===== src/hw/rtl/kmrd_pkg.sv =====
package kmrd_pkg;

    // Fixed field widths of the sample, result and configuration words.
    localparam int ROW_W      = 3;
    localparam int RAW_W      = 12;
    localparam int TIME_W     = 32;
    localparam int DELAY_W    = 8;
    localparam int KEYS_CFG_W = 4;
    localparam int CFG_IDX_W  = 2;
    localparam int CFG_DATA_W = 8;

    // Configuration register indexes.
    localparam logic [CFG_IDX_W-1:0] REG_RELEASE_DELAY_MS = 2'd0;
    localparam logic [CFG_IDX_W-1:0] REG_KEYS_IN_USE      = 2'd1;

    // Configuration reset values.
    localparam logic [DELAY_W-1:0]    RELEASE_DELAY_RESET = 8'd10;
    localparam logic [KEYS_CFG_W-1:0] KEYS_IN_USE_RESET   = 4'd12;

    // Debounce state of one key.
    typedef struct packed {
        logic              active;
        logic              last_high;
        logic [TIME_W-1:0] start_ms;
    } key_state_t;

endpackage


===== src/hw/rtl/kmrd_sample_if.sv =====
interface kmrd_sample_if;
    logic                          valid;
    logic                          ready;
    logic [kmrd_pkg::ROW_W-1:0]    row_index;
    logic [kmrd_pkg::RAW_W-1:0]    raw_keys;
    logic [kmrd_pkg::TIME_W-1:0]   now_ms;

    modport source (output valid, output row_index, output raw_keys, output now_ms,
                    input ready);
    modport sink   (input valid, input row_index, input raw_keys, input now_ms,
                    output ready);
endinterface


===== src/hw/rtl/kmrd_result_if.sv =====
interface kmrd_result_if;
    logic                          valid;
    logic                          ready;
    logic [kmrd_pkg::ROW_W-1:0]    row_out;
    logic [kmrd_pkg::RAW_W-1:0]    debounced_keys;

    modport source (output valid, output row_out, output debounced_keys, input ready);
    modport sink   (input valid, input row_out, input debounced_keys, output ready);
endinterface


===== src/hw/rtl/kmrd_cfg_if.sv =====
interface kmrd_cfg_if;
    logic                              valid;
    logic                              ready;
    logic [kmrd_pkg::CFG_IDX_W-1:0]    index;
    logic [kmrd_pkg::CFG_DATA_W-1:0]   data;

    modport source (output valid, output index, output data, input ready);
    modport sink   (input valid, input index, input data, output ready);
endinterface


===== src/hw/rtl/key_matrix_release_debounce.sv =====
// Channel  Role    Word
// -------  ------  ------------------------------------------------
// sample   sink    row_index, raw_keys, now_ms
// result   source  row_out, debounced_keys
// cfg      sink    index, data (release_delay_ms, keys_in_use)
//
// A new sample word is taken only once the lane stage is empty: the row's key
// state is read from the state memory at acceptance and written back by the
// lanes as the word leaves the lane stage, so no new word enters before then.
// An accepted word passes the lane stage register, then the output register.
// Reset clears the per-row valid bits at once; there is no clearing pass.
// A stalled result holds in the output register while one more sample waits
// in the lane stage; cfg is always ready.
module key_matrix_release_debounce #(
    parameter int ROWS         = 8,
    parameter int KEYS_PER_ROW = 12
) (
    input  logic         clk,
    input  logic         rst_n,
    kmrd_sample_if.sink  sample,
    kmrd_result_if.source result,
    kmrd_cfg_if.sink     cfg
);

    localparam int ROW_AW = (ROWS > 1) ? $clog2(ROWS) : 1;

    logic [kmrd_pkg::DELAY_W-1:0]    release_delay_reg;
    logic [kmrd_pkg::KEYS_CFG_W-1:0] keys_in_use_reg;

    logic                            s1_valid_reg;
    logic [kmrd_pkg::ROW_W-1:0]      s1_row_reg;
    logic [kmrd_pkg::RAW_W-1:0]      s1_raw_reg;
    logic [kmrd_pkg::TIME_W-1:0]     s1_now_reg;

    logic                            out_valid_reg;
    logic [kmrd_pkg::ROW_W-1:0]      out_row_reg;
    logic [kmrd_pkg::RAW_W-1:0]      out_keys_reg;
    logic [kmrd_pkg::RAW_W-1:0]      keys_next;

    logic                            sample_fire;
    logic                            s1_fire;
    logic                            s1_in_range;
    logic [KEYS_PER_ROW-1:0]         in_use;
    logic [KEYS_PER_ROW-1:0]         level;

    kmrd_pkg::key_state_t [KEYS_PER_ROW-1:0] row_cur;
    kmrd_pkg::key_state_t [KEYS_PER_ROW-1:0] row_nxt;

    // Configuration writes; writes beyond the register list are dropped.
    assign cfg.ready = 1'b1;

    always_ff @(posedge clk or negedge rst_n)
    begin
        if (!rst_n)
        begin
            release_delay_reg <= kmrd_pkg::RELEASE_DELAY_RESET;
            keys_in_use_reg   <= kmrd_pkg::KEYS_IN_USE_RESET;
        end
        else if (cfg.valid)
        begin
            if (cfg.index == kmrd_pkg::REG_RELEASE_DELAY_MS)
            begin
                release_delay_reg <= cfg.data;
            end
            else if (cfg.index == kmrd_pkg::REG_KEYS_IN_USE)
            begin
                keys_in_use_reg <= cfg.data[kmrd_pkg::KEYS_CFG_W-1:0];
            end
        end
    end

    // Handshakes: the lane stage must be empty before a new word enters.
    assign sample.ready = !s1_valid_reg;
    assign sample_fire  = sample.valid && !s1_valid_reg;
    assign s1_fire      = s1_valid_reg && (!out_valid_reg || result.ready);
    assign s1_in_range  = ({{(32-kmrd_pkg::ROW_W){1'b0}}, s1_row_reg} < 32'(ROWS));

    // Lane stage holding register.
    always_ff @(posedge clk or negedge rst_n)
    begin
        if (!rst_n)
        begin
            s1_valid_reg <= 1'b0;
        end
        else if (sample_fire)
        begin
            s1_valid_reg <= 1'b1;
        end
        else if (s1_fire)
        begin
            s1_valid_reg <= 1'b0;
        end
    end

    always_ff @(posedge clk)
    begin
        if (sample_fire)
        begin
            s1_row_reg <= sample.row_index;
            s1_raw_reg <= sample.raw_keys;
            s1_now_reg <= sample.now_ms;
        end
    end

    // Per-row key state memory.
    kmrd_state_mem #(
        .ROWS         (ROWS),
        .KEYS_PER_ROW (KEYS_PER_ROW),
        .ROW_AW       (ROW_AW)
    ) u_state_mem (
        .clk     (clk),
        .rst_n   (rst_n),
        .rd_en   (sample_fire),
        .rd_addr (ROW_AW'(sample.row_index)),
        .rd_data (row_cur),
        .wr_en   (s1_fire && s1_in_range),
        .wr_addr (ROW_AW'(s1_row_reg)),
        .wr_data (row_nxt)
    );

    // One debounce lane per key of the row.
    for (genvar j = 0; j < KEYS_PER_ROW; j++)
    begin : g_lane
        assign in_use[j] = (5'(j) < {1'b0, keys_in_use_reg});

        if (j < kmrd_pkg::RAW_W)
        begin : g_raw
            assign level[j] = s1_raw_reg[j];
        end
        else
        begin : g_noraw
            assign level[j] = 1'b0;
        end

        kmrd_lane u_lane (
            .cur      (row_cur[j]),
            .level    (level[j]),
            .en       (in_use[j]),
            .now_ms   (s1_now_reg),
            .delay_ms (release_delay_reg),
            .nxt      (row_nxt[j])
        );
    end

    // Merge: pack the reported keys of the lanes into the result word.
    for (genvar b = 0; b < kmrd_pkg::RAW_W; b++)
    begin : g_pack
        if (b < KEYS_PER_ROW)
        begin : g_key
            assign keys_next[b] = row_nxt[b].active && in_use[b] && s1_in_range;
        end
        else
        begin : g_none
            assign keys_next[b] = 1'b0;
        end
    end

    // Output register.
    always_ff @(posedge clk or negedge rst_n)
    begin
        if (!rst_n)
        begin
            out_valid_reg <= 1'b0;
        end
        else if (s1_fire)
        begin
            out_valid_reg <= 1'b1;
        end
        else if (result.ready)
        begin
            out_valid_reg <= 1'b0;
        end
    end

    always_ff @(posedge clk)
    begin
        if (s1_fire)
        begin
            out_row_reg  <= s1_row_reg;
            out_keys_reg <= keys_next;
        end
    end

    assign result.valid          = out_valid_reg;
    assign result.row_out        = out_row_reg;
    assign result.debounced_keys = out_keys_reg;

`ifndef NO_ASSERTIONS
    // An accepted word always occupies the lane stage in the next cycle.
    a_accept_loads: assert property (@(posedge clk) disable iff (!rst_n)
        sample.valid && sample.ready |=> s1_valid_reg)
        else $error("accepted word did not reach the lane stage");

    // No two words are accepted in consecutive cycles.
    a_no_back_accept: assert property (@(posedge clk) disable iff (!rst_n)
        sample.valid && sample.ready |=> !(sample.valid && sample.ready))
        else $error("words accepted in consecutive cycles");

    // A row beyond the matrix reports no pressed key.
    a_out_of_range: assert property (@(posedge clk) disable iff (!rst_n)
        result.valid && ({{(32-kmrd_pkg::ROW_W){1'b0}}, result.row_out} >= 32'(ROWS))
        |-> result.debounced_keys == '0)
        else $error("out of range row reported keys");

    // A waiting result never changes while the lane stage holds a word.
    a_out_hold: assert property (@(posedge clk) disable iff (!rst_n)
        result.valid && !result.ready && s1_valid_reg |=> $stable(out_keys_reg))
        else $error("stalled result overwritten");
`endif

endmodule


===== src/hw/rtl/kmrd_lane.sv =====
module kmrd_lane (
    input  kmrd_pkg::key_state_t          cur,
    input  logic                          level,
    input  logic                          en,
    input  logic [kmrd_pkg::TIME_W-1:0]   now_ms,
    input  logic [kmrd_pkg::DELAY_W-1:0]  delay_ms,
    output kmrd_pkg::key_state_t          nxt
);

    logic [kmrd_pkg::TIME_W-1:0] elapsed;

    // Elapsed time since the first low sample wraps with the timestamp.
    assign elapsed = now_ms - cur.start_ms;

    // Press shows at once; release waits for a later low sample past the delay.
    always_comb
    begin
        nxt = cur;
        if (en && (cur.active != level))
        begin
            priority if (level)
            begin
                nxt.active    = 1'b1;
                nxt.last_high = 1'b1;
            end
            else if (cur.last_high)
            begin
                nxt.last_high = 1'b0;
                nxt.start_ms  = now_ms;
            end
            else
            begin
                // A key still inside its hold-off stays pressed.
                if (elapsed >= {{(kmrd_pkg::TIME_W-kmrd_pkg::DELAY_W){1'b0}}, delay_ms})
                begin
                    nxt.active = 1'b0;
                end
            end
        end
    end

endmodule


===== src/hw/rtl/kmrd_state_mem.sv =====
module kmrd_state_mem #(
    parameter int ROWS         = 8,
    parameter int KEYS_PER_ROW = 12,
    parameter int ROW_AW       = 3
) (
    input  logic                                         clk,
    input  logic                                         rst_n,
    input  logic                                         rd_en,
    input  logic [ROW_AW-1:0]                            rd_addr,
    output kmrd_pkg::key_state_t [KEYS_PER_ROW-1:0]      rd_data,
    input  logic                                         wr_en,
    input  logic [ROW_AW-1:0]                            wr_addr,
    input  kmrd_pkg::key_state_t [KEYS_PER_ROW-1:0]      wr_data
);

    kmrd_pkg::key_state_t [KEYS_PER_ROW-1:0] mem [ROWS];
    kmrd_pkg::key_state_t [KEYS_PER_ROW-1:0] rd_data_reg;
    logic [ROWS-1:0]                         row_valid_reg;
    logic                                    rd_valid_reg;

    // Row valid bits: a row never written reads as all released.
    always_ff @(posedge clk or negedge rst_n)
    begin
        if (!rst_n)
        begin
            row_valid_reg <= '0;
            rd_valid_reg  <= 1'b0;
        end
        else
        begin
            if (wr_en)
            begin
                row_valid_reg[wr_addr] <= 1'b1;
            end
            if (rd_en)
            begin
                rd_valid_reg <= row_valid_reg[rd_addr];
            end
        end
    end

    // Row storage with one write port and one registered read port.
    always_ff @(posedge clk)
    begin
        if (wr_en)
        begin
            mem[wr_addr] <= wr_data;
        end
        if (rd_en)
        begin
            rd_data_reg <= mem[rd_addr];
        end
    end

    assign rd_data = rd_valid_reg ? rd_data_reg : '0;

endmodule


===== src/flat_wrapper.sv =====
// flat-port wrapper written by rule: the top's interface ports become plain ports
module key_matrix_release_debounce_flat 
#(
    parameter int ROWS         = 8,
    parameter int KEYS_PER_ROW = 12
)
  (clk, rst_n, sample_valid, sample_row_index, sample_raw_keys, sample_now_ms, sample_ready, result_valid, result_row_out, result_debounced_keys, result_ready, cfg_valid, cfg_index, cfg_data, cfg_ready);
  kmrd_sample_if sample_i ();
  kmrd_result_if result_i ();
  kmrd_cfg_if cfg_i ();
  input  logic clk;
  input  logic rst_n;
  input wire logic [$bits(sample_i.valid)-1:0] sample_valid;
  input wire logic [$bits(sample_i.row_index)-1:0] sample_row_index;
  input wire logic [$bits(sample_i.raw_keys)-1:0] sample_raw_keys;
  input wire logic [$bits(sample_i.now_ms)-1:0] sample_now_ms;
  output wire logic [$bits(sample_i.ready)-1:0] sample_ready;
  output wire logic [$bits(result_i.valid)-1:0] result_valid;
  output wire logic [$bits(result_i.row_out)-1:0] result_row_out;
  output wire logic [$bits(result_i.debounced_keys)-1:0] result_debounced_keys;
  input wire logic [$bits(result_i.ready)-1:0] result_ready;
  input wire logic [$bits(cfg_i.valid)-1:0] cfg_valid;
  input wire logic [$bits(cfg_i.index)-1:0] cfg_index;
  input wire logic [$bits(cfg_i.data)-1:0] cfg_data;
  output wire logic [$bits(cfg_i.ready)-1:0] cfg_ready;
  assign sample_i.valid = sample_valid;
  assign sample_i.row_index = sample_row_index;
  assign sample_i.raw_keys = sample_raw_keys;
  assign sample_i.now_ms = sample_now_ms;
  assign sample_ready = sample_i.ready;
  assign result_valid = result_i.valid;
  assign result_row_out = result_i.row_out;
  assign result_debounced_keys = result_i.debounced_keys;
  assign result_i.ready = result_ready;
  assign cfg_i.valid = cfg_valid;
  assign cfg_i.index = cfg_index;
  assign cfg_i.data = cfg_data;
  assign cfg_ready = cfg_i.ready;
  key_matrix_release_debounce #(.ROWS(ROWS), .KEYS_PER_ROW(KEYS_PER_ROW)) u_core (.clk(clk), .rst_n(rst_n), .sample(sample_i), .result(result_i), .cfg(cfg_i));
endmodule

===== config.mk =====
export PLATFORM = sky130hd
export DESIGN_NAME = key_matrix_release_debounce_flat
export DESIGN_NICKNAME = d
export VERILOG_FILES = /design/src/hw/rtl/kmrd_pkg.sv /design/src/hw/rtl/kmrd_sample_if.sv /design/src/hw/rtl/kmrd_result_if.sv /design/src/hw/rtl/kmrd_cfg_if.sv /design/src/hw/rtl/key_matrix_release_debounce.sv /design/src/hw/rtl/kmrd_lane.sv /design/src/hw/rtl/kmrd_state_mem.sv /design/src/flat_wrapper.sv
export SDC_FILE = /design/constraint.sdc
export NUM_CORES = 2
export LEC_CHECK = 0
export ABC_AREA = 0
export BUFFER_PORTS_ARGS = -buffer_cell sky130_fd_sc_hd__buf_2
export CORE_MARGIN = 1
export CORE_UTILIZATION = 60
export DETAILED_ROUTE_END_ITERATION = 12
export GPL_TIMING_DRIVEN = 1
export PLACE_DENSITY = 0.76
export SETUP_SLACK_MARGIN = 0.3
export SLEW_MARGIN = 20
export SYNTH_ARGS = -nofsm -noshare
export SYNTH_HDL_FRONTEND = slang
export SYNTH_SLANG_ARGS = --single-unit
export TNS_END_PERCENT = 1

===== constraint.sdc =====
create_clock -name clk -period 68.4 [get_ports clk]
set_input_delay 3.42 -clock clk [delete_from_list [all_inputs] [get_ports clk]]
set_output_delay 3.42 -clock clk [all_outputs]
set_load 0.02 [all_outputs]

==> results.yml <==
routing:
  drt-met1-wl_um: 164000
  drtIter0Drc: 11700
  dr_total_vias: 97700
  wl_met2_um: 212000
  remaining_drc_errors: 2
  ant_nets: 0
  viasPerCell: 6.77
  met3_length_um: 41200
  routed_wl_um: 439000
  drt_first_pass_iters: 11
  top_layer: "met5"
  wl_per_cell_um: 30.4
yosys:
  synth_top_family_by_area: "multiplexers"
  synth_seq_cells: 3757
  syn-cell-area_um2: 167000
  synth_area_per_cell_um2: 16.3
  synth_ff_type: "edfxtp_1"
  synth_edf_count: 3734
  ys_seq_area_share_pct: 67.3
  synth_area_leader_cell: "edfxtp_1"
  synth_nets: 10800
  yosysWarningCount: 0
  synthCells: 10300
  async_reset_ff_share_pct: 0.612
  synth_top_area_share_pct: 67.0
  synthSimpleGateAreaFrac_pct: 5.43
  synthDistinctLibCells: 93
  synth.area.top_cells: "edfxtp_1, mux4_2, ha_1"
  synth_xor_area_share_pct: 1.20
  synth_mux_area_share_pct: 14.1
  synth_compound_area_share_pct: 6.65
  synthAdderAreaFrac_pct: 3.82
timing:
  worst_slew_pin_slew_ns: 1.25
  finalCritPeriodShare_pct: 11.0
  min_period_ns: 7.49
  fmaxAchievable_mhz: 133
  max_slew_margin_pct: 15.5
  holdWs_ns: 0.466
  grt_setup_unrepaired: "false"
  drv_slew: 0
  tns_ns: 0
  skew_ns: 0.0848
  hold_viol: 0
  setup_violations: 0
cts:
  clkLatencyLatePin_ns: 0.99
  cts_setup_buffers: 0
  cts-resized-gates: 0
  clockBufferDepth: 4
  cts_max_level: 5
  cts_inserted_buffers: 372
  ctsRootBufferMaster: "clkbuf_16"
  cts_hold_buf: 0
  path_clk_slew_ns: 0.06
  clock-sinks: 3757
  cts_tree: "built"
die:
  fp.dieW_um: 530
  core_area_um2: 277000
  dieHeight_um: 530
  io_pins: 80
  start_util_pct: 60.5
  dieArea_um2: 281000
  num_rows: 193
cells_and_area:
  final_core_util_pct: 66.7
  fillers: 18100
  area_growth_syn_to_layout_pct: 10.3
  final_nets: 11000
  drive_gt1_share_pct: 19.8
  multi_input_area_um2: 52400
  seqCellArea_um2: 113000
  final_design_area_no_fill_um2: 185000
  largest_register_ff_count: 3264
global_route:
  grt_pass1_wl_um: 643000
  grt_use_total_pct: 31.3
  gr-total-overflow: 0
  antenna_found_initial: 28
  grt_pass1_vias: 98100
  grt_max_degree: 113
placed_design:
  port_buffers: 78
  gp_congestion: 0.926
  hpwlAfterDp_um: 254000
  placed_cell_area_um2: 173000
outcome:
  status: "finished, violations left"
  violations: "design-rule violations"
power:
  powerDensity_nw_per_um2: 39.5
  peakVddDrop_v: 0.0000244
  power.static_leakage_nw: 61.5
  p_total_mw: 7.30
run:
  max_cap_viol_count: 0
setup_path:
  end_kind: "flip-flop"
  path_max_fanout: 107
  cp-startpoint: "sample_row_index[0]"
  cp-start-kind: "input pin"
  arrival_ns: 8.16
  required_ns: 69.07
  worstSetupPathType: "in -> reg"
  timing.rr.start: "u_core.u_state_mem.rd_valid_reg$_DFFE_PN0P_"
hold_path:
  hold_path.startpoint: "u_core.u_state_mem.row_valid_reg[5]$_DFFE_PN0P_"
  hold_class: "reg -> reg"
stage by stage:
stage / setup WS, ns / instances
finish: 60.91 / 14400
CTS: 60.72 / 14400
detailed placement: 59.73 / 13700
global route: 60.43 / 14400
floorplan: 34.39 / 10300
global placement: 59.82 / 13700
kinds of logic after synthesis:
logic type / after synthesis
DFF: 3757
and+or+nand+nor: 2035
AOI/OAI and AO/OA: 1790
muxes: 1280
buffers and inverters: 663
adders and majority gates: 504
xor gates and xnor gates: 230
other: 1
worst max-delay path, cell delays in order:
cell    delay [ns]
buf_12        0.49
buf_12        0.72
buf_4         0.77
buf_4         0.76
buf_12        0.70
mux4_2        0.60
mux2_2        0.28
layout make-up:
class	instances	area share (%)
Multi-Input combinational cell	5840	28.4
Tap cell	3705	2.51
Antenna cell	9	0.0122
Timing Repair Buffer	291	1.24
Clock buffer	449	5.21
Sequential cell	3757	61.0
Inverter	157	0.319
Clock inverter	227	1.34
synthesized netlist by cell type (19+ instances only):
master and number:
a2111oi_0 30, a211oi_1 52, a21o_1 146, a21oi_1 418
a221oi_1 19, a311oi_1 27, a31oi_1 54, and2_1 32
and3_1 42, buf_1 128, clkbuf_1 374, dfrtp_1 19
edfxtp_1 3734, ha_1 492, inv_1 157, mux2_2 431
mux2i_1 31, mux4_2 818, nand2_1 1092, nand2b_1 69
nand3_1 105, nand4_1 98, nor2_1 308, nor2b_1 48
nor3_1 80, nor4_1 41, o2111ai_1 31, o211ai_1 62
o21a_1 59, o21ai_0 617, o21bai_1 51, o22ai_1 25
o31ai_1 23, or2_2 20, or3_1 35, xnor2_1 145
xor2_1 85
final timing paths:
path	end	slack, ns	cells after the start
hold / removal	u_core.u_state_mem.row_valid_reg[5]$_DFFE_PN0P_	0.47	1
setup reg to reg	u_core.u_state_mem.mem[4][373]$_DFFE_PP_	61.00	18
min in group asynchronous	u_core.result.valid$_DFFE_PN0P_	2.42	1
hold reg to reg	u_core.u_state_mem.row_valid_reg[5]$_DFFE_PN0P_	0.47	1
max in group asynchronous	u_core.u_state_mem.rd_valid_reg$_DFFE_PN0P_	65.55	1
setup / recovery	u_core.u_state_mem.rd_data_reg[228]$_DFFE_PP_	60.91	7
cell usage in the layout (no fill, tap or decap), types with 40 or more instances in the layout:
| cell | instances |
|---|---|
| xor2_1 | 85 |
| clkbuf_1 | 76 |
| edfxtp_1 | 3734 |
| o21ai_0 | 616 |
| ha_1 | 492 |
| o21bai_1 | 51 |
| xnor2_1 | 145 |
| nor4_1 | 40 |
| nand2_1 | 1092 |
| nand4_1 | 98 |
| nor2_1 | 301 |
| buf_4 | 193 |
| buf_2 | 75 |
| o211ai_1 | 62 |
| a211oi_1 | 52 |
| and3_1 | 42 |
| clkbuf_16 | 373 |
| a21oi_1 | 418 |
| nand2b_1 | 69 |
| nor3_1 | 68 |
| clkinv_1 | 89 |
| inv_1 | 155 |
| nand3_1 | 105 |
| nor2b_1 | 47 |
| clkinv_2 | 49 |
| a31oi_1 | 54 |
| a21o_1 | 146 |
| o21a_1 | 59 |
| mux4_2 | 818 |
| mux2_2 | 431 |
power breakdown:
part           total, mW  internal (mW)  switching, mW
clock network       2.04           1.15          0.889
registers           3.10           3.03         0.0700
logic               2.16          0.700           1.46
per-layer routing:
layer | GRT usage (%) | vias to the layer above
li1 | - | 41300
met1 | 41.0 | 50000
met2 | 51.3 | 5361
met3 | 5.78 | 1033
met4 | 14.2 | 18
met5 | 0 | -
No activity file was read; power rests on OpenSTA's default activity.
